--- src/lmx_pkg.sv ---
// lmx_pkg: shared types, constants and helper functions for the lamport mutex node
// used by every module of the block and by the checker
`timescale 1ns / 1ps

package lmx_pkg;

  localparam int NODES_DEFAULT = 7;
  localparam int ACTION_W      = 3;
  localparam int STAMP_W       = 30;
  localparam int NODE_ID_W     = 3;
  localparam int KIND_W        = 2;

  localparam logic [STAMP_W-1:0] IDLE_STAMP = STAMP_W'(999999999);
  localparam logic [STAMP_W-1:0] CLOCK_MAX  = STAMP_W'(999999998);

  // event codes
  localparam logic [ACTION_W-1:0] ACT_LOCAL_REQ = 3'd0;
  localparam logic [ACTION_W-1:0] ACT_LOCAL_REL = 3'd1;
  localparam logic [ACTION_W-1:0] ACT_RX_REQ    = 3'd2;
  localparam logic [ACTION_W-1:0] ACT_RX_REL    = 3'd3;
  localparam logic [ACTION_W-1:0] ACT_RX_ACK    = 3'd4;

  // outgoing message codes
  localparam logic [KIND_W-1:0] KIND_NONE    = 2'd0;
  localparam logic [KIND_W-1:0] KIND_REQUEST = 2'd1;
  localparam logic [KIND_W-1:0] KIND_ACK     = 2'd2;
  localparam logic [KIND_W-1:0] KIND_RELEASE = 2'd3;

  typedef logic [STAMP_W-1:0] stamp_t;

  typedef struct packed {
    logic [ACTION_W-1:0]  action;
    stamp_t               msg_stamp;
    logic [NODE_ID_W-1:0] sender;
  } lmx_event_t;

  typedef struct packed {
    logic [KIND_W-1:0]    send_kind;
    stamp_t               send_stamp;
    logic [NODE_ID_W-1:0] send_from;
    logic                 grant;
  } lmx_result_t;

  // handshake between the input register and the result register
  typedef struct packed {
    logic ev_valid;
    logic take;
  } lmx_flow_t;

  function automatic stamp_t clamp_clock(input stamp_t x);
    return (x > CLOCK_MAX) ? CLOCK_MAX : x;
  endfunction

  function automatic stamp_t inc_clock(input stamp_t x);
    return (x >= CLOCK_MAX) ? CLOCK_MAX : x + STAMP_W'(1);
  endfunction

  // (a,i) orders after (b,k): larger stamp, or same stamp and larger id
  function automatic logic pair_after(input stamp_t a, input logic [31:0] i,
                                      input stamp_t b, input logic [31:0] k);
    return (a > b) || ((a == b) && (i > k));
  endfunction

endpackage

--- src/lmx_in_stage.sv ---
// lmx_in_stage: input register of the lamport mutex node
// depends on lmx_pkg for the event type
`timescale 1ns / 1ps

module lmx_in_stage import lmx_pkg::*; (
  input  logic                 clk,
  input  logic                 rst,
  input  logic                 in_valid,
  output logic                 in_stall,
  input  lmx_event_t           in_event,
  input  logic                 take,
  output logic                 ev_valid,
  output lmx_event_t           ev
);

  // held item moves on when the result side can take it
  assign in_stall = ev_valid && !take;

  always_ff @(posedge clk) begin
    if (rst) begin
      ev_valid <= 1'b0;
    end else if (!in_stall) begin
      ev_valid <= in_valid;
    end
  end

  always_ff @(posedge clk) begin
    if (in_valid && !in_stall) begin
      ev <= in_event;
    end
  end

endmodule

--- src/lmx_core.sv ---
// lmx_core: clock and request tables, event update and grant evaluation
// depends on lmx_pkg for types, codes and the clock helpers
`timescale 1ns / 1ps

module lmx_core import lmx_pkg::*; #(
  parameter int NODES = NODES_DEFAULT
) (
  input  logic                 clk,
  input  logic                 rst,
  input  logic                 cfg_wr_en,
  input  logic [NODE_ID_W-1:0] cfg_wr_data,
  input  lmx_flow_t            flow,
  input  lmx_event_t           ev,
  output lmx_result_t          res
);

  logic [NODE_ID_W-1:0] own_node;
  stamp_t clock_table   [NODES];
  stamp_t request_table [NODES];
  stamp_t clock_next    [NODES];
  stamp_t request_next  [NODES];

  logic   fire;
  logic   own_ok, sender_ok;
  logic   local_req, local_rel, rx, rx_req, rx_rel;
  stamp_t cs, own_clk, own_base, own_clk_new, mine;
  logic   grant_ok;

  assign fire = flow.ev_valid && flow.take;

  always_comb begin
    own_ok    = 32'(own_node) < NODES;
    sender_ok = 32'(ev.sender) < NODES;
    local_req = own_ok && (ev.action == ACT_LOCAL_REQ);
    local_rel = own_ok && (ev.action == ACT_LOCAL_REL);
    rx        = own_ok && sender_ok && ((ev.action == ACT_RX_REQ) ||
                (ev.action == ACT_RX_REL) || (ev.action == ACT_RX_ACK));
    rx_req    = rx && (ev.action == ACT_RX_REQ);
    rx_rel    = rx && (ev.action == ACT_RX_REL);
    cs        = clamp_clock(ev.msg_stamp);

    own_clk = '0;
    for (int j = 0; j < NODES; j++) begin
      if (32'(own_node) == 32'(j)) own_clk = clock_table[j];
    end
    own_base    = (rx && (cs > own_clk)) ? cs : own_clk;
    own_clk_new = inc_clock(own_base);

    // per entry update; own entry written last so it wins when sender is own
    for (int j = 0; j < NODES; j++) begin
      clock_next[j]   = clock_table[j];
      request_next[j] = request_table[j];
      if (rx && (32'(ev.sender) == 32'(j))) begin
        if (cs > clock_table[j]) clock_next[j] = cs;
        if (rx_req) request_next[j] = ev.msg_stamp;
        if (rx_rel) request_next[j] = IDLE_STAMP;
      end
      if (32'(own_node) == 32'(j)) begin
        if (local_req || rx) clock_next[j] = own_clk_new;
        if (local_req) request_next[j] = own_clk_new;
        if (local_rel) request_next[j] = IDLE_STAMP;
      end
    end

    // grant on the updated tables
    mine = IDLE_STAMP;
    for (int j = 0; j < NODES; j++) begin
      if (32'(own_node) == 32'(j)) mine = request_next[j];
    end
    grant_ok = own_ok && (mine != IDLE_STAMP);
    for (int j = 0; j < NODES; j++) begin
      if (32'(own_node) != 32'(j)) begin
        if (pair_after(mine, 32'(own_node), request_next[j], 32'(j))) grant_ok = 1'b0;
        if (pair_after(mine, 32'(own_node), clock_next[j], 32'(j)))   grant_ok = 1'b0;
      end
    end

    res.send_from = own_node;
    res.grant     = grant_ok;
    if (local_req) begin
      res.send_kind  = KIND_REQUEST;
      res.send_stamp = own_clk_new;
    end else if (local_rel) begin
      res.send_kind  = KIND_RELEASE;
      res.send_stamp = own_clk;
    end else if (rx_req) begin
      res.send_kind  = KIND_ACK;
      res.send_stamp = own_clk_new;
    end else begin
      res.send_kind  = KIND_NONE;
      res.send_stamp = '0;
    end
  end

  always_ff @(posedge clk) begin
    if (rst) begin
      own_node <= '0;
    end else if (cfg_wr_en) begin
      own_node <= cfg_wr_data;
    end
  end

  always_ff @(posedge clk) begin
    if (rst) begin
      for (int j = 0; j < NODES; j++) begin
        clock_table[j]   <= (j == 0) ? STAMP_W'(1) : '0;
        request_table[j] <= IDLE_STAMP;
      end
    end else if (fire) begin
      for (int j = 0; j < NODES; j++) begin
        clock_table[j]   <= clock_next[j];
        request_table[j] <= request_next[j];
      end
    end
  end

endmodule

--- src/lmx_out_stage.sv ---
// lmx_out_stage: result register of the lamport mutex node
// depends on lmx_pkg for the result type
`timescale 1ns / 1ps

module lmx_out_stage import lmx_pkg::*; (
  input  logic         clk,
  input  logic         rst,
  input  logic         ev_valid,
  input  lmx_result_t  res,
  output logic         take,
  output logic         out_valid,
  input  logic         out_stall,
  output lmx_result_t  out_res
);

  // register is free when empty or its content leaves this cycle
  assign take = !out_valid || !out_stall;

  always_ff @(posedge clk) begin
    if (rst) begin
      out_valid <= 1'b0;
    end else if (take) begin
      out_valid <= ev_valid;
    end
  end

  always_ff @(posedge clk) begin
    if (take && ev_valid) begin
      out_res <= res;
    end
  end

endmodule

--- src/lamport_mutex_node.sv ---
// lamport_mutex_node: top level of one node of lamport distributed mutual exclusion
// depends on lmx_pkg, lmx_in_stage, lmx_core and lmx_out_stage
// one event per transfer in, one result per event out
`timescale 1ns / 1ps

// Each input transfer is one event (local request, local release, or a received
// request, release or ack with its stamp and sender). The node keeps a logical
// clock and a request stamp for every node and answers each event with exactly
// one result: the message to send, its stamp, the own node id and the grant flag,
// which is evaluated on the tables after the event and checks every peer. The
// block takes one event every clock cycle unless the output stalls; an input
// transfer passes the input register, then the result register. The single
// update pass (table update, clock increment and the grant compare against all
// NODES entries) sits between the two registers. The user writes own_node
// through cfg_wr_en/cfg_wr_data only while no event is in flight; the block does
// not enforce this. A write does not clear the tables, only reset does.

module lamport_mutex_node import lmx_pkg::*; #(
  parameter int NODES = NODES_DEFAULT
) (
  input  logic                 clk,
  input  logic                 rst,
  input  logic                 cfg_wr_en,
  input  logic [NODE_ID_W-1:0] cfg_wr_data,
  input  logic                 in_valid,
  output logic                 in_stall,
  input  logic [ACTION_W-1:0]  action,
  input  logic [STAMP_W-1:0]   msg_stamp,
  input  logic [NODE_ID_W-1:0] sender,
  output logic                 out_valid,
  input  logic                 out_stall,
  output logic [KIND_W-1:0]    send_kind,
  output logic [STAMP_W-1:0]   send_stamp,
  output logic [NODE_ID_W-1:0] send_from,
  output logic                 grant
);

  lmx_event_t  in_event, ev;
  lmx_result_t res, out_res;
  lmx_flow_t   flow;
  logic        ev_valid, take;

  // pack the event fields for the input register
  assign in_event.action    = action;
  assign in_event.msg_stamp = msg_stamp;
  assign in_event.sender    = sender;

  assign flow.ev_valid = ev_valid;
  assign flow.take     = take;

  lmx_in_stage u_in (
    .clk      (clk),
    .rst      (rst),
    .in_valid (in_valid),
    .in_stall (in_stall),
    .in_event (in_event),
    .take     (take),
    .ev_valid (ev_valid),
    .ev       (ev)
  );

  // table update and grant evaluation for the held event
  lmx_core #(.NODES(NODES)) u_core (
    .clk         (clk),
    .rst         (rst),
    .cfg_wr_en   (cfg_wr_en),
    .cfg_wr_data (cfg_wr_data),
    .flow        (flow),
    .ev          (ev),
    .res         (res)
  );

  lmx_out_stage u_out (
    .clk       (clk),
    .rst       (rst),
    .ev_valid  (ev_valid),
    .res       (res),
    .take      (take),
    .out_valid (out_valid),
    .out_stall (out_stall),
    .out_res   (out_res)
  );

  // unpack the result register onto the payload ports
  assign send_kind  = out_res.send_kind;
  assign send_stamp = out_res.send_stamp;
  assign send_from  = out_res.send_from;
  assign grant      = out_res.grant;

endmodule

--- config.mk ---
export PLATFORM = sky130hd
export DESIGN_NAME = lamport_mutex_node
export DESIGN_NICKNAME = d
export VERILOG_FILES = /design/src/lmx_pkg.sv /design/src/lmx_in_stage.sv /design/src/lmx_core.sv /design/src/lmx_out_stage.sv /design/src/lamport_mutex_node.sv
export SDC_FILE = /design/constraint.sdc
export NUM_CORES = 2
export LEC_CHECK = 0
export ABC_AREA = 1
export BUFFER_PORTS_ARGS = -buffer_cell sky130_fd_sc_hd__buf_2
export CORE_ASPECT_RATIO = 2
export CORE_MARGIN = 10
export CORE_UTILIZATION = 50
export DETAILED_ROUTE_END_ITERATION = 16
export PLACE_DENSITY = 0.66
export SLEW_MARGIN = 15
export SYNTH_ARGS = -nofsm -noshare
export SYNTH_HDL_FRONTEND = slang
export SYNTH_HIERARCHICAL = 1
export SYNTH_SLANG_ARGS = --single-unit
--- constraint.sdc ---
create_clock -name clk -period 110.3 [get_ports clk]
set_input_delay 16.545 -clock clk [delete_from_list [all_inputs] [get_ports clk]]
set_output_delay 16.545 -clock clk [all_outputs]
set_load 0.1 [all_outputs]
==> impl_metrics.json <==
{
  "slowest_stage": "buf_2",
  "crit_chain": "buf_2 -> nand2_2 -> inv_1 -> nand2_2 -> inv_2 -> buf_2",
  "rsz0062_at_grt": "false",
  "ys.flop_type": "edfxtp_1",
  "final_cell_area_um2": 52000,
  "fp-row-count": 160,
  "dp_hpwl_mm": 174,
  "wl_per_cell_um": 30.9,
  "cts.clk_slew.worst_paths_ns": 0.06,
  "timing.final.crit_share": 0.308,
  "grt_overflow": 0,
  "max_freq_mhz": 29.4,
  "multi_input_area_um2": 29600,
  "nNetsFinal": 7161,
  "first_pass_iters": 7,
  "synth_edf_count": 492,
  "fin_crit_ns": 33.97,
  "worstSetupStartpointType": "input port",
  "worstSetupPathType": "input port to output port",
  "wl_mm": 239,
  "hold_viol": 0,
  "start_util": 0.505,
  "track_usage": 0.425,
  "worst-path-buf-inv": 4,
  "critPathRequiredTime_ns": 93.76,
  "relSlewSlack": 0.0816,
  "layout_common_cells": "nand2_1 (1191), nor2_1 (855), ha_1 (659), inv_1 (643), a21oi_1 (585)",
  "num_vias": 52121,
  "crit_family": "buffers and inverters",
  "setup_viol": 0,
  "yosysUniqueCellTypes": 65,
  "met2_length_mm": 110,
  "clock_latency_ns": 0.70,
  "htree_levels": 2,
  "hold_depth": 2,
  "cts_buffers": 53,
  "cp.arrival_ns": 17.43,
  "status": "finished clean",
  "vias_per_cell": 6.74,
  "gp_congestion": 1.05,
  "async_reset_ff_frac": 0,
  "synthCells": 6464,
  "n_fill_cell": 9349,
  "cts.repair.resized": 0,
  "syn_area_um2": 48100,
  "ir_drop_v": 0.0000141,
  "m1WireLength_mm": 72.4,
  "finalSetupTns_ns": 0,
  "drt_iter0_markers": 6314,
  "maxCapViolCount": 0,
  "synth_nets": 7167,
  "syn_avg_cell_area_um2": 7.44,
  "slowest_delay_ns": 0.43,
  "r2r_start": "u_in/ev[28]$_DFFE_PP_",
  "seqCellArea_um2": 14900,
  "post-route-drc-count": 0,
  "met3_wirelength_mm": 23.3,
  "dieArea_um2": 110000,
  "grt_pass1_wl_mm": 337,
  "yosysWarnings": 6,
  "fp.dieH_um": 459,
  "holdCritStartpoint": "u_in/ev_valid$_SDFFE_PP0N_",
  "cp_max_fo": 3,
  "final_common_cell": "nand2_1",
  "critPathCaptureType": "output port",
  "p_per_area_nw_per_um2": 13.4,
  "root_buffer": "clkbuf_16",
  "final_max_slew_viol_count": 0,
  "cts_hold_buf": 0,
  "grt_max_degree": 149,
  "tightest_slew_ns": 1.37,
  "power_leakage_nw": 22.9,
  "area_growth_syn_to_layout_pct": 8.03,
  "drive_above_1_share": 0.0712,
  "power.total_mw": 0.696,
  "portBuffers": 81,
  "antenna_found_initial": 16,
  "placed_area_um2": 50200,
  "cts_tree": "yes",
  "die_x_um": 239,
  "worst_hold_path_type": "register to register",
  "top_layer": "met5",
  "clockBufferDepth": 3,
  "clock_sinks": 497,
  "drt.antenna.violating_nets": 0,
  "hold_slack_ns": 0.530,
  "skew_ns": 0.0356,
  "ys_seq_area_frac": 0.309,
  "min_to": "u_in/ev_valid$_SDFFE_PP0N_",
  "io_pins": 82,
  "coreArea_um2": 95300,
  "reg2reg_depth": 49,
  "grt_pass1_vias": 50322,
  "post_cts_buffers": 0,
  "rr_endpoint": "u_out/out_res[0]$_DFFE_PP_",
  "r2r_slack_ns": 94.28,
  "synth_seq_cells": 497
}
-- cell type report --
cell class	instances	share of cell area
multi-input cells	4982	0.569
flip-flops and latches	497	0.286
inverters	676	0.0490
repair buffers	248	0.0326
well taps	1215	0.0293
clock buffers	66	0.0275
clock inverters	32	0.00600
diodes	13	0.000626
-- worst register-to-register path, delay by kind of cell, from the launching register on --
kind	cells	cell delay [ns]
flip-flops	1	0.96
AND/OR/NAND/NOR	29	7.83
AO/OA/AOI/OAI	12	3.77
adder cells (fa/ha/maj)	2	0.78
buffers and inverters	6	2.34
-- cell usage after synthesis (all sizes together) (7+ instances only) --
cell type  number  area (um2)
nand2        1225        4690
nor2          886        3390
inv           663        2490
ha            659        8250
a21oi         588        2960
o21ai         567        2840
edfxtp        492       14800
clkbuf        260         976
nand3         202        1040
a22oi         146        1100
o22ai         116         726
nand4          83         519
a22o           68         596
nor3           50         260
buf            49         277
a211oi         48         360
a221oi         48         420
o221ai         37         324
o211ai         35         263
o31ai          32         240
nor4           25         156
or2            25         156
o21a           20         150
a31oi          19         119
clkinv         13        48.8
xor2           13         114
mux2i          12         120
o41ai           9        78.8
o2111ai         7        61.3
-- per-layer routing --
layer | track usage | up-vias
met4 | 0.483 | 12
met1 | 0.415 | 24194
li1 | - | 22783
met3 | 0.0937 | 1428
met2 | 0.694 | 3704
met5 | 0 | -
-- kinds of logic (layout without fill, tap and decap cells) --
family,count (synthesis),in the layout,synth area share
buf+inv,985,1022,0.0788
other cells,0,13,0
xor+xnor,14,14,0.00255
simple gates,2512,2512,0.215
mux,12,12,0.00250
fa+ha+maj,659,659,0.171
flops,497,497,0.309
compound gates,1785,1785,0.221
-- sequential cells by signal, indices dropped and copies added, names as in the netlist --
register and cells:
u_core/clock_table 210, u_core/own_node 3, u_core/request_table 210, u_in/ev 36, u_in/ev_valid 1, u_out/out_res 36, u_out/out_valid 1
-- how the worst max path moves through the flow --
stage,start,end,slack [ns],cells after the start
final,out_stall,in_stall,76.33,6
after global routing,out_stall,in_stall,76.30,6
after CTS,out_stall,in_stall,76.34,6
after detailed placement,out_stall,in_stall,76.35,6
after floorplan,out_stall,u_core/clock_table[0][0]$_SDFFCE_PN1P_,62.65,3
after global placement,out_stall,in_stall,76.33,6
-- power breakdown --
group / switching [mW] / internal, mW / leakage (nW) / total, mW
clock network: 0.0910 / 0.104 / 0.839 / 0.195
registers: 0.00587 / 0.219 / 4.69 / 0.224
logic: 0.201 / 0.0761 / 17.4 / 0.277
-- metrics by stage --
step	util	setup WS [ns]	std cells
after floorplan	-	62.65	6464
after global placement	0.527	76.33	7617
after detailed placement	0.527	76.35	7617
after CTS	0.545	76.34	7715
after global routing	0.545	76.30	7722
final	0.545	76.33	7729
Note: power is estimated with default switching activity, not from simulation.
